==> src/sv/ddsl_pkg.sv <==
package ddsl_pkg;

  // Default encoder count that corresponds to full wheel speed.
  localparam int unsigned FULL_SCALE_SPEED_DEF = 800;

  // Fixed-point one in Q14.
  localparam int unsigned ONE_Q14 = 16384;

  localparam int unsigned CFG_IDX_W  = 3;
  localparam int unsigned CFG_DATA_W = 16;

  // Configuration register indexes.
  localparam logic [CFG_IDX_W-1:0] CFG_PROPORTIONAL_GAIN  = 3'd0;
  localparam logic [CFG_IDX_W-1:0] CFG_DERIVATIVE_GAIN    = 3'd1;
  localparam logic [CFG_IDX_W-1:0] CFG_FEEDFORWARD_GAIN   = 3'd2;
  localparam logic [CFG_IDX_W-1:0] CFG_RIGHT_RATIO        = 3'd3;
  localparam logic [CFG_IDX_W-1:0] CFG_RIGHT_OFFSET       = 3'd4;
  localparam logic [CFG_IDX_W-1:0] CFG_NORMAL_SPEED_LIMIT = 3'd5;
  localparam logic [CFG_IDX_W-1:0] CFG_SLOW_SPEED_LIMIT   = 3'd6;

  typedef struct packed {
    logic signed [15:0] forward_cmd;
    logic signed [15:0] turn_cmd;
    logic               slow_mode;
    logic signed [15:0] right_speed_raw;
    logic signed [15:0] left_speed_raw;
  } in_item_t;

  typedef struct packed {
    logic signed [15:0] left_drive;
    logic signed [15:0] right_drive;
    logic               stopped;
  } out_item_t;

  typedef struct packed {
    logic signed [15:0] proportional_gain;
    logic signed [15:0] derivative_gain;
    logic signed [15:0] feedforward_gain;
    logic signed [15:0] right_ratio;
    logic signed [15:0] right_offset;
    logic        [14:0] normal_speed_limit;
    logic        [14:0] slow_speed_limit;
  } cfg_t;

  localparam cfg_t CFG_RESET = '{
    proportional_gain:  16'sd0,
    derivative_gain:    16'sd0,
    feedforward_gain:   16'sd16384,
    right_ratio:        16'sd16597,
    right_offset:       -16'sd213,
    normal_speed_limit: 15'd6554,
    slow_speed_limit:   15'd4915
  };

  typedef enum logic [3:0] {
    ST_IDLE,
    ST_DIV,
    ST_FIX,
    ST_TGT,
    ST_ERR,
    ST_PMUL,
    ST_DMUL,
    ST_SUM,
    ST_CORR,
    ST_DONE
  } state_t;

  // Datapath operation for the current cycle.
  typedef enum logic [3:0] {
    STEP_NONE,
    STEP_DIV,
    STEP_FIX,
    STEP_TGT,
    STEP_ERR,
    STEP_PMUL,
    STEP_DMUL,
    STEP_SUM,
    STEP_CORR
  } step_t;

  typedef struct packed {
    logic  load_in;
    logic  load_out;
    step_t step;
  } dp_cmd_t;

  typedef struct packed {
    logic stop;
  } dp_status_t;

endpackage

==> src/sv/ddsl_ctrl.sv <==
module ddsl_ctrl (
  input  logic                 clk,
  input  logic                 rst_n,
  input  logic                 in_valid,
  output logic                 in_ready,
  output logic                 out_valid,
  input  logic                 out_ready,
  output ddsl_pkg::dp_cmd_t    cmd,
  input  ddsl_pkg::dp_status_t status
);
  import ddsl_pkg::*;

  state_t state_r;
  state_t state_nxt;
  logic   out_valid_r;
  logic   out_valid_nxt;
  logic   out_free;
  logic   accept;

  // The result register can take a new item when empty or being drained.
  assign out_free = !out_valid_r || out_ready;
  assign in_ready = (state_r == ST_IDLE) || ((state_r == ST_DONE) && out_free);
  assign accept   = in_valid && in_ready;

  always_comb begin
    state_nxt = state_r;
    unique case (state_r)
      ST_IDLE: begin
        if (accept) state_nxt = ST_DIV;
      end
      ST_DIV:  state_nxt = status.stop ? ST_DONE : ST_FIX;
      ST_FIX:  state_nxt = ST_TGT;
      ST_TGT:  state_nxt = ST_ERR;
      ST_ERR:  state_nxt = ST_PMUL;
      ST_PMUL: state_nxt = ST_DMUL;
      ST_DMUL: state_nxt = ST_SUM;
      ST_SUM:  state_nxt = ST_CORR;
      ST_CORR: state_nxt = ST_DONE;
      ST_DONE: begin
        if (out_free) state_nxt = accept ? ST_DIV : ST_IDLE;
      end
      default: state_nxt = ST_IDLE;
    endcase
  end

  always_comb begin
    cmd.load_in  = accept;
    cmd.load_out = (state_r == ST_DONE) && out_free;
    unique case (state_r)
      ST_DIV:  cmd.step = STEP_DIV;
      ST_FIX:  cmd.step = STEP_FIX;
      ST_TGT:  cmd.step = STEP_TGT;
      ST_ERR:  cmd.step = STEP_ERR;
      ST_PMUL: cmd.step = STEP_PMUL;
      ST_DMUL: cmd.step = STEP_DMUL;
      ST_SUM:  cmd.step = STEP_SUM;
      ST_CORR: cmd.step = STEP_CORR;
      default: cmd.step = STEP_NONE;
    endcase
  end

  always_comb begin
    out_valid_nxt = out_valid_r;
    if (cmd.load_out) begin
      out_valid_nxt = 1'b1;
    end else if (out_ready) begin
      out_valid_nxt = 1'b0;
    end
  end

  always_ff @(posedge clk) begin
    if (!rst_n) begin
      state_r     <= ST_IDLE;
      out_valid_r <= 1'b0;
    end else begin
      state_r     <= state_nxt;
      out_valid_r <= out_valid_nxt;
    end
  end

  assign out_valid = out_valid_r;

endmodule

==> config.mk <==
export PLATFORM = sky130hd
export DESIGN_NAME = ddsl_ctrl
export DESIGN_NICKNAME = d
export VERILOG_FILES = /design/src/sv/ddsl_pkg.sv /design/src/sv/ddsl_ctrl.sv
export SDC_FILE = /design/constraint.sdc
export NUM_CORES = 1
export LEC_CHECK = 0
export BUFFER_PORTS_ARGS = -buffer_cell sky130_fd_sc_hd__buf_2
export CORE_AREA = 3 3 40 42
export CTS_CLUSTER_SIZE = 8
export DETAILED_ROUTE_END_ITERATION = 10
export DIE_AREA = 0 0 43 45
export SYNTH_ARGS = -nofsm -noshare
export SYNTH_HDL_FRONTEND = slang
export SYNTH_SLANG_ARGS = --single-unit
==> constraint.sdc <==
create_clock -name clk -period 1.3 [get_ports clk]
set_input_delay 0 -clock clk [delete_from_list [all_inputs] [get_ports clk]]
set_output_delay 0 -clock clk [all_outputs]
set_load 0.01 [all_outputs]
Yosys cells after proc, flatten, opt, wreduce, memory -nomap -nowiden. Memory sizes are Yosys's and may differ from the RTL's. A register that Yosys moved wholly into a read port is not among the register bits. Index checks and enable logic that the tools add are counted. Widths: inputs -> output; s select.

Equality and inequality tests: 11. Multiplexer cells: 9. Reduce and logical (&&, ||, !) cells: 8.

Operators by type and width (count): $pmux 4 s10 (1); $mux 4 (5); $eq 4x3->1 const B (4); $eq 4x2->1 const B (2); $eq 4x4->1 const B (2); $eq 4x1->1 const B (1); $logic_not 4->1 (1); $ne 2x2->1 const B (2); $mux 1 (3); $logic_and 1x1->1 (2); $logic_or 1x1->1 (2); $reduce_and 2->1 (1); $reduce_bool 2->1 (1); $logic_not 1->1 (1).

Bits in registers: 5. Output and inout port bits: 8. Input bits: 5. Bits in read-only memories: 64. Logic and storage cells: 31. Memories kept: 1.

Memories: (no name shown) (depth 16, bits a word 4, rd ports 1, clocked after memory_dff 1, wr ports 0, RTL line ddsl_ctrl.sv:49) `unique case (state_r)`.

Depth between registers and ports, before layout. Gate-level depths: netlist of run 1.

Depth after elaboration: 10. Mapped depth: 5. Mapped depth without buffers: 4.

Worst setup path after synthesis of run 1. No wires, ideal clock.

Kind: register to output. Start: register state_r[1]. End: output cmd[5] in the netlist's numbering. Required time: 1.300 ns. Arrival: 1.192 ns. Buffers on the path: 2. Path slack: 0.108 ns. Cell stages (with the launch flop): 6. Path through: dfxtp_1 > or2_1 > buf_6 > a21oi_1 > and2_1 > buf_4.

Longest elaborated chain between the ends: 4. Elaborated cells on any way between the ends: 5. Those cells by class: eq/ne (1); reduce/logical (4).

Ends and longest elaborated chain: start, declared (RTL line ddsl_ctrl.sv:13) `state_t state_r;`; start signal, assigned (RTL line ddsl_ctrl.sv:76) `state_r <= state_nxt;`; $eq 4x4->1 (RTL line ddsl_ctrl.sv:22) `assign in_ready = (state_r == ST_IDLE) || ((state_r == ST_DONE) && out_free);`; $logic_and 1x1->1 (RTL line ddsl_ctrl.sv:22); $logic_or 1x1->1 (*) (RTL line ddsl_ctrl.sv:22); named net in_ready (RTL line ddsl_ctrl.sv:5) `output logic in_ready,`; $logic_and 1x1->1 (*) (RTL line ddsl_ctrl.sv:23) `assign accept = in_valid && in_ready;`; end, declared (RTL line ddsl_ctrl.sv:8) `output ddsl_pkg::dp_cmd_t cmd,`.

The timed path passes the listed nets; every way through them passes the cells marked *.

==> metrics.yaml, run 1 <==
cts_root_buffer_type: "sky130_fd_sc_hd__clkbuf_4"
r2r-end: "cmd[3]"
numClockSinks: 9
hold_viol_final: 0
layout_worst_path_cycle_share_pct: 96.2
antenna_cells: 0
max_cap_viol_count: 0
cp_top_family: "simple AND/OR/NAND/NOR gates"
max-vdd-ir-drop_mv: 0.780
synth_top_area_cell: "sky130_fd_sc_hd__dfxtp_1"
max_slew.worst_pin.slew_ns: 0.232
crit_type: "flip-flop to output port"
worst-r2r-setup-slack_ns: 0.13
endpoint_kind: "output port"
grt_first_pass_wirelength_um: 1300
grt_antenna_before_repair: 0
tritoncts_buffers: 3
async_flop_share_pct: 0
hold_path.class: "input port to flip-flop"
finish.utilization_pct: 43.4
timing.hold.worst.start: "in_valid"
min_path_cells: 3
worst-path-buf-inv: 1
finalCriticalPeriod_ns: 1.25
die-width_um: 43
via_count: 371
slew_violations: 0
firstDrtPassIters: 2
worstPathRequired_ns: 1.30
max-slew-margin-rel_pct: 84.4
fp-row-count: 13
result_of_the_run: "finished, final reports clean"
r2r_cells: 4
r2r_start: "state_r[1]"
track_usage_pct: 9.43
clock_path_buffers: 2
pre_cts_slack_ns: 0.0501
p_total_uw: 745
finalSetupViolCount: 0
yosysMostFrequentCell: "sky130_fd_sc_hd__dfxtp_1"
fin_worst_skew_ns: 0.00756
hpwl_um: 617
dieHeight_um: 45
synth-main-ff-cell: "sky130_fd_sc_hd__dfxtp_1"
yosys.cell_types.count: 24
start_util_pct: 33.8
pwr_density_nw_per_um2: 1330
ys_seq_area_share_pct: 41.5
cp_slowest_stage_delay_ns: 0.37
tritoncts: "built"
die_area_um2: 1940
grt_ovf: 0
leakagePower_uw: 0.000258
post-synth-top-area-fraction_pct: 41.5
post_synth_inst_count: 51
synthesis.area_per_instance_um2: 8.51
gp_routability_congestion: 0.706
netlist_top_cells_count: "9 x sky130_fd_sc_hd__dfxtp_1, 8 x sky130_fd_sc_hd__nor2_1, 4 x sky130_fd_sc_hd__inv_1, 4 x sky130_fd_sc_hd__nand2_1, 3 x sky130_fd_sc_hd__buf_4"
layout.nets: 72
post_dp_cell_area_um2: 498
crit_arrival_ns: 1.25
crit_path_cell_trace: "or2_1 > a21oi_2 > and2_1 > buf_2"
drt_drc_violations_left: 0
worst_hold_path.endpoint: "state_r[0]"
detailedRoute.firstIterationViolations: 1
synth_enable_flop_cells: 0
achievable-frequency_mhz: 800
critical_path_fanout_max: 9
ios: 13
rsz0062_at_grt: "yes"
post-route-cell-area_um2: 558
post_drt_wl_per_cell_um: 10.1
netlist_area_before_placement_um2: 434
synth.ff_latch_count: 9
final.setup.worst_slack_ns: 0.0500
grt_pass1_vias: 321
timing.critical_path.slowest_stage_cell: "sky130_fd_sc_hd__dfxtp_4"
clock_insertion_delay_worst_skew_ns: 0.26
finalSetupTns_ns: 0
grt_start_max_net_pins: 10
h-tree-depth: 1
floorplan.core_area_um2: 1280
clk_pin_slew_ns: 0.06
ys_warn_count: 0
post_synth_main_area_contributors: "sky130_fd_sc_hd__dfxtp_1 41%, sky130_fd_sc_hd__nor2_1 6.9%, sky130_fd_sc_hd__buf_4 5.2%"
routed_via_density: 4.58
start_kind: "flip-flop"
post_cts.repair.setup_buffers: 0
area_delta_synth_final_pct: 28.5
synth.net_count: 56
buffer_ports.inserted: 12
layout-drive-gt1-share_pct: 40.9
routed_wire_length_um: 818
drtAntennaViolNets: 0
cells in the final DEF, fill, tap and decap left out, types with 2 or more instances in the layout:
cell                       Yosys  final
sky130_fd_sc_hd__buf_2         0     12
sky130_fd_sc_hd__nor2_1        8      8
sky130_fd_sc_hd__dfxtp_1       9      7
sky130_fd_sc_hd__nand2_1       4      4
sky130_fd_sc_hd__inv_1         4      4
sky130_fd_sc_hd__clkbuf_4      0      3
sky130_fd_sc_hd__buf_4         3      3
sky130_fd_sc_hd__and2_1        2      2
sky130_fd_sc_hd__o21ai_1       2      2
worst max path at each step:
stage               depth (start not counted)  startpoint     end  slack, ns
CTS                                         4  state_r[3]  cmd[5]      0.006
global placement                            4  state_r[2]  cmd[3]       0.05
global route                                4  state_r[0]  cmd[5]      -0.02
finish                                      4  state_r[0]  cmd[5]       0.05
detailed placement                          4  state_r[2]  cmd[3]       0.05
floorplan                                   5  state_r[1]  cmd[5]       0.11
sequential cells by signal (all words and copies together), names as in the netlist:
signal,cells
cmd,4
out_valid,1
state_r,4
layout make-up:
class	count	area, um2
inverters	4	15.0
flip-flops and latches	9	185
repair buffers	16	92.6
well taps	15	18.8
fillers	141	727
clock buffers	4	26.3
multi-input cells	33	220
per-stage QoR:
stage / hold slack [ns] / instances
floorplan: 0.137 / 51
global placement: 0.273 / 76
detailed placement: 0.264 / 76
CTS: 0.0571 / 81
global route: 0.0786 / 81
finish: 0.0607 / 81
cells by family after synthesis:
| kind of cell | synth area share [%] |
|---|---|
| AO/OA/AOI/OAI | 19.0 |
| XOR/XNOR | 2.02 |
| buffers and inverters | 12.1 |
| flip-flops | 41.5 |
| multiplexers | 2.31 |
| AND/OR/NAND/NOR | 23.1 |
layer usage:
metal | track usage (%) | wire (um) | vias up
met5 | 0 | 0 | -
met4 | 0 | 0 | 0
met3 | 7.17 | 70 | 0
met2 | 14.4 | 382 | 10
met1 | 11.4 | 364 | 163
li1 | - | - | 198
tightest hold or removal path, delay by kind of cell:
kind / cells / cell delay [ns]
buffers and inverters: 1 / 0.09
AOI/OAI and AO/OA: 1 / 0.09
and+or+nand+nor: 1 / 0.10
report_power, final:
group / total, uW / internal, uW / switching, uW / leakage [uW]
Clock: 209 / 118 / 91.2 / 0.0000150
Sequential: 330 / 306 / 24.3 / 0.0000745
Combinational: 206 / 101 / 104 / 0.000169
Total: 745 / 525 / 220 / 0.000258
what timing repair did:
item	in CTS	in global routing
gates resized for setup	3	4
pin swaps	0	0
endpoints found under the setup margin	1	2
hold buffers	1	0
hold endpoints to repair	1	0
Power figures use the tool's default switching activity.
==> inputs of run 2 (changes only) <==
==> constraint.sdc (replaced) <==
create_clock -name clk -period 1.3 [get_ports clk]
set_input_delay 0.26 -clock clk [delete_from_list [all_inputs] [get_ports clk]]
set_output_delay 0.26 -clock clk [all_outputs]
set_load 0.01 [all_outputs]
==> run 2 against run 1 <==
The flow now finishes with violations (negative setup slack). Non-clock buffer count increased by 5. Via count increased by 5.4%. Clock power about the same. Total power increased by 5.3%. Clock skew decreased by 0.0063 ns. Clock-buffer cell count unchanged. Critical path depth unchanged. Global-route usage increased by 0.85 points. Die area unchanged. Sequential share of layout area decreased by 2.4 points.
==> metrics.yaml, run 2 (synthesis gave the netlist of run 1 again) <==
result_of_the_run: "finished with violations"  # was finished, final reports clean
failed_checks: "negative setup slack"
h-tree-depth: 1  # unchanged
fp-row-count: 13  # unchanged
area_delta_synth_final_pct: 40.3  # was 28.5%
cp_slowest_stage_delay_ns: 0.34  # was 0.37 ns
cp_top_family: "simple AND/OR/NAND/NOR gates"  # unchanged
critical_path_fanout_max: 3  # was 9
numClockSinks: 9  # unchanged
track_usage_pct: 10.3  # was 9.43%
die-width_um: 43  # unchanged
buffer_ports.inserted: 12  # unchanged
hold_viol_final: 0  # unchanged
hpwl_um: 617  # about the same
p_switching_uw: 229  # was 220 uW
rsz0062_at_grt: "yes"  # unchanged
firstDrtPassIters: 2  # unchanged
mostFrequentLayoutCell: "sky130_fd_sc_hd__buf_2"  # unchanged
max_slew.worst_pin.slew_ns: 0.189  # was 0.232 ns
power_frac_clock_pct: 26.2  # was 28.1%
grt_pass1_vias: 363  # was 321
sequentialPowerShare_pct: 40.6  # was 44.3%
final.setup.worst_slack_ns: -0.180  # was 0.0500 ns
clock_path_buffers: 2  # unchanged
clk_pin_slew_ns: 0.05  # was 0.06 ns
start_kind: "flip-flop"  # unchanged
post_dp_cell_area_um2: 509  # was 498 um2
r2r_start: "state_r[2]"  # was state_r[1]
grt_ovf: 0  # unchanged
grt_start_max_net_pins: 6  # was 10
timing.hold.worst.start: "rst_n"  # was in_valid
grt_antenna_before_repair: 0  # unchanged
via_count: 391  # was 371
worstSetupStartpoint: "state_r[0]"  # unchanged
routed_wire_length_um: 838  # was 818 um
layoutNonFillerInstCount: 86  # was 81
gp_routability_congestion: 0.698  # was 0.706
fin_worst_skew_ns: 0.00126  # was 0.00756 ns
max-vdd-ir-drop_mv: 0.543  # was 0.780 mV
finalSetupViolCount: 3  # was 0
holdBufCountCts: 0  # was 1
ios: 13  # unchanged
crit_type: "flip-flop to output port"  # unchanged
netSwitchingFraction_pct: 29.2  # was 29.5%
detailedRoute.firstIterationViolations: 4  # was 1
hold_path.class: "input port to flip-flop"  # unchanged
cell_internal_pwr_uw: 555  # was 525 uW
cts_root_buffer_type: "sky130_fd_sc_hd__clkbuf_4"  # unchanged
layout_worst_path_cycle_share_pct: 114  # was 96.2%
die_area_um2: 1940  # unchanged
layout.nets: 77  # was 72
grt_first_pass_wirelength_um: 1460  # was 1300 um
final_cell_mix: "12 x sky130_fd_sc_hd__buf_2, 8 x sky130_fd_sc_hd__nor2_1, 8 x sky130_fd_sc_hd__buf_4"  # was 12 x sky130_fd_sc_hd__buf_2, 8 x sky130_fd_sc_hd__nor2_1, 7 x sky130_fd_sc_hd__dfxtp_1
finalCriticalPeriod_ns: 1.48  # was 1.25 ns
floorplan.core_area_um2: 1280  # unchanged
worst-path-buf-inv: 1  # unchanged
drt_drc_violations_left: 0  # unchanged
crit_arrival_ns: 1.22  # was 1.25 ns
clock_insertion_delay_worst_skew_ns: 0.25  # was 0.26 ns
max_cap_viol_count: 0  # unchanged
worstPathRequired_ns: 1.04  # was 1.30 ns
leakagePower_uw: 0.000287  # was 0.000258 uW
fillers: 132  # was 141
p_total_uw: 784  # was 745 uW
tritoncts: "built"  # unchanged
tritoncts_buffers: 3  # unchanged
start_util_pct: 33.8  # unchanged
finalSetupTns_ns: -0.359  # was 0 ns
endpoint_kind: "output port"  # unchanged
dp_cells: 77  # was 76
drtAntennaViolNets: 0  # unchanged
routed_via_density: 4.55  # was 4.58
crit_path_cell_trace: "or2_1 > a21oi_2 > and2_1 > buf_2"  # unchanged
slew_violations: 0  # unchanged
pwr_density_nw_per_um2: 1290  # was 1330 nW/um2
antenna_cells: 0  # unchanged
timing.critical_path.slowest_stage_cell: "sky130_fd_sc_hd__dfxtp_4"  # unchanged
max-slew-margin-rel_pct: 87.0  # was 84.4%
dieHeight_um: 45  # unchanged
power.combinational.fraction_pct: 33.2  # was 27.6%
layout-drive-gt1-share_pct: 47.9  # was 40.9%
achievable-frequency_mhz: 676  # was 800 MHz
post_drt_wl_per_cell_um: 9.74  # was 10.1 um
post-route-cell-area_um2: 609  # was 558 um2
==> run 2: power by group through the flow <==
stage          logic, uW  registers [uW]  clock network [uW]
2_1_floorplan        163             326                   0
3_3_place_gp         198             327                   0
3_5_place_dp         198             327                   0
4_1_cts              251             318                 219
6_report             260             318                 206
5_1_grt              287             321                 239
==> run 2: through the flow <==
stage | utilization [%] | hold WS (ns) | setup WS [ns]
finish | 47.4 | 0.262 | -0.180
global route | 47.4 | 0.260 | -0.258
global placement | 39.6 | 0.531 | 0.0239
detailed placement | 39.6 | 0.529 | 0.0203
floorplan | - | 0.397 | -0.0690
CTS | 46.7 | 0.258 | -0.198
==> run 2: per-layer routing <==
layer  GRT usage, %  vias up  wire, um
met1           11.2      174       363
li1               -      206         -
met4           3.61        0         9
met2           16.8        9       417
met3           5.98        2        47
met5              0        -         0
==> run 2: final cells by class <==
| class | instances | area [um2] | share of cell area (%) |
|---|---|---|---|
| multi-input cells | 33 | 230 | 37.8 |
| flip-flops and latches | 9 | 188 | 30.8 |
| repair buffers | 21 | 131 | 21.6 |
| clock buffers | 4 | 26.3 | 4.31 |
| well taps | 15 | 18.8 | 3.08 |
| inverters | 4 | 15.0 | 2.46 |
==> run 2: worst reg2reg max path: cells and delay by family (launching register included) <==
kind / cells / cell delay [ns]
AOI/OAI and AO/OA: 2 / 0.33
buffers and inverters: 1 / 0.16
DFF: 1 / 0.31
and+or+nand+nor: 2 / 0.39
==> run 2: final timing paths <==
| path | cells after the start | to | slack [ns] |
|---|---|---|---|
| hold / removal | 2 | state_r[3] | 0.26 |
| setup reg to reg | 5 | cmd[3] | 0.07 |
| hold reg to reg | 3 | out_valid | 0.65 |
| setup / recovery | 4 | cmd[5] | -0.18 |
==> run 2: repair_timing <==
item	in CTS	in global routing
setup buffers	5	0
pin swaps	4	7
setup endpoints to repair	3	6
resized for setup	9	1
gates cloned	0	0
==> inputs of run 3 (changes only) <==
--- a/config.mk
+++ b/config.mk
@@ -6,10 +6,15 @@
 export NUM_CORES = 1
 export LEC_CHECK = 0
 export BUFFER_PORTS_ARGS = -buffer_cell sky130_fd_sc_hd__buf_2
-export CORE_AREA = 3 3 40 42
+export CELL_PAD_IN_SITES_DETAIL_PLACEMENT = 0
+export CELL_PAD_IN_SITES_GLOBAL_PLACEMENT = 1
+export CORE_MARGIN = 3
+export CORE_UTILIZATION = 33
+export CTS_CLUSTER_DIAMETER = 100
 export CTS_CLUSTER_SIZE = 8
 export DETAILED_ROUTE_END_ITERATION = 10
-export DIE_AREA = 0 0 43 45
+export PLACE_DENSITY_LB_ADDON = 0.1
+export REMOVE_ABC_BUFFERS = 1
 export SYNTH_ARGS = -nofsm -noshare
 export SYNTH_HDL_FRONTEND = slang
 export SYNTH_SLANG_ARGS = --single-unit
==> run 3 against run 2 <==
Register-to-register slack lost 0.10 ns. Sequential share of layout area shrank 0.94 points. Sequential cell count is the same. Final area grew 0.41%. Clock-buffer cell count is the same. Maximum frequency shrank 0.29%. The run still ends with negative setup slack left. First-iteration DRC count grew to 3.3 times the previous value. Combinational power is essentially flat. Highest routed layer unchanged.
==> metrics.yaml, run 3 (synthesis gave the netlist of run 1 again) <==
layout_worst_path_cycle_share_pct: 114  # about the same
final_cell_mix: "12 x sky130_fd_sc_hd__buf_2, 10 x sky130_fd_sc_hd__buf_4, 8 x sky130_fd_sc_hd__nor2_1"  # was 12 x sky130_fd_sc_hd__buf_2, 8 x sky130_fd_sc_hd__nor2_1, 8 x sky130_fd_sc_hd__buf_4
max_slew.worst_pin.slew_ns: 0.229  # was 0.189 ns
grt_antenna_before_repair: 0  # unchanged
tritoncts_buffers: 3  # unchanged
h-tree-depth: 1  # unchanged
finalSetupViolCount: 4  # was 3
slew_violations: 0  # unchanged
result_of_the_run: "finished with violations"  # unchanged
grt_first_pass_wirelength_um: 1550  # was 1460 um
start_kind: "flip-flop"  # unchanged
buffer_ports.inserted: 12  # unchanged
numClockSinks: 9  # unchanged
clk_pin_slew_ns: 0.07  # was 0.05 ns
max-slew-margin-rel_pct: 84.6  # was 87.0%
pre_cts_slack_ns: 0.0187  # was 0.0203 ns
crit_type: "flip-flop to output port"  # unchanged
firstDrtPassIters: 4  # was 2
final.setup.worst_slack_ns: -0.184  # was -0.180 ns
crit_arrival_ns: 1.22  # about the same
r2r_cells: 6  # was 5
fin_worst_skew_ns: 0.00700  # was 0.00126 ns
layoutNonFillerInstCount: 87  # was 86
worst-r2r-setup-slack_ns: -0.03  # was 0.07 ns
regArea_um2: 183  # was 188 um2
start_util_pct: 37.1  # was 33.8%
leakagePower_uw: 0.000293  # was 0.000287 uW
via_count: 394  # was 391
detailedRoute.firstIterationViolations: 13  # was 4
failed_checks: "negative setup slack"  # unchanged
max-vdd-ir-drop_mv: 0.587  # was 0.543 mV
crit_path_cell_trace: "or2_4 > a21oi_2 > and2_1 > buf_2"  # was or2_1 > a21oi_2 > and2_1 > buf_2
ios: 13  # unchanged
timing.critical_path.slowest_stage_cell: "sky130_fd_sc_hd__dfxtp_2"  # was sky130_fd_sc_hd__dfxtp_4
pwr_density_nw_per_um2: 1310  # was 1290 nW/um2
finish.utilization_pct: 52.2  # was 47.4%
die_area_um2: 1790  # was 1940 um2
cp-endpoint: "cmd[5]"  # unchanged
max_cap_viol_count: 0  # unchanged
mostFrequentLayoutCell: "sky130_fd_sc_hd__buf_2"  # unchanged
critical_path_fanout_max: 5  # was 3
clock_path_buffers: 2  # unchanged
achievable-frequency_mhz: 674  # was 676 MHz
worstSetupStartpoint: "state_r[3]"  # was state_r[0]
layout.nets: 79  # was 77
tritoncts: "built"  # unchanged
p_total_uw: 802  # was 784 uW
grt_start_max_net_pins: 7  # was 6
routed_via_density: 4.53  # was 4.55
clock_insertion_delay_worst_skew_ns: 0.27  # was 0.25 ns
hold_viol_final: 0  # unchanged
fillers: 109  # was 132
drt_drc_violations_left: 0  # unchanged
rsz0062_at_grt: "yes"  # unchanged
r2r-end: "cmd[3]"  # unchanged
antenna_cells: 0  # unchanged
drtAntennaViolNets: 0  # unchanged
endpoint_kind: "output port"  # unchanged
worst_hold_slack_ns: 0.253  # was 0.262 ns
grt_ovf: 0  # unchanged
multi_input_gate_area_um2: 224  # was 230 um2
area_delta_synth_final_pct: 40.9  # was 40.3%
dieHeight_um: 42.3  # was 45 um
r2r_start: "state_r[2]"  # unchanged
cts_root_buffer_type: "sky130_fd_sc_hd__clkbuf_4"  # unchanged
finalCriticalPeriod_ns: 1.48  # about the same
die-width_um: 42.3  # was 43 um
gp_routability_congestion: 0.683  # was 0.698
post_drt_wl_per_cell_um: 10.3  # was 9.74 um
layout-drive-gt1-share_pct: 50.7  # was 47.9%
worstPathRequired_ns: 1.04  # about the same
floorplan.core_area_um2: 1170  # was 1280 um2
routed_wire_length_um: 898  # was 838 um
hpwl_um: 678  # was 617 um
hold_path.class: "input port to flip-flop"  # unchanged
grt_pass1_vias: 380  # was 363
dp_cells: 80  # was 77
fp-row-count: 12  # was 13
cp_slowest_stage_delay_ns: 0.34  # about the same
track_usage_pct: 11.8  # was 10.3%
## run 3: worst min-delay path by stage
stage                from    endpoint  slack, ns  cells after the start
floorplan           rst_n  state_r[3]       0.40                      1
global placement    rst_n  state_r[3]       0.54                      2
detailed placement  rst_n  state_r[3]       0.53                      2
CTS                 rst_n  state_r[3]       0.25                      2
global route        rst_n  state_r[3]       0.25                      2
finish              rst_n  state_r[3]       0.25                      2
## run 3: metal layers
| layer | routed length [um] | track usage, % | share of wire [%] |
|---|---|---|---|
| met1 | 428 | 14.0 | 48 |
| met2 | 401 | 16.7 | 45 |
| met3 | 56 | 5.58 | 6.2 |
| met4 | 12 | 7.45 | 1.3 |
| met5 | 0 | 0 | 0 |
## run 3: timing repair
item,4_1_cts,5_1_grt
pin swaps,6,0
endpoints found under the setup margin,3,5
gates resized for setup,6,3
hold buffers,0,0
setup buffers,3,0
## run 3: final cells by class
| type | count | area share, % |
|---|---|---|
| multi-input cells | 33 | 36.6 |
| flip-flops and latches | 9 | 29.9 |
| well taps | 14 | 2.86 |
| inverters | 4 | 2.45 |
| repair buffers | 23 | 23.9 |
| clock buffers | 4 | 4.29 |
## run 3: through the flow
step / TNS [ns] / cell area [um2]
after floorplan: -0.0776 / 397
after global placement: -0.0151 / 534
after detailed placement: 0 / 534
after CTS: -0.380 / 601
after global routing: -0.661 / 612
final: -0.386 / 612
## run 3: power breakdown
part	leakage (uW)	switching, uW	internal, uW
Combinational	0.000204	124	133
Sequential	0.0000742	16.7	305
Clock	0.0000150	105	119
## run 3: worst max-delay path: cells and delay by family, from the launching register on
kind,cells,cell delay (ns)
buffers and inverters,1,0.12
AO/OA/AOI/OAI,1,0.12
AND/OR/NAND/NOR,2,0.37
flip-flops,1,0.34
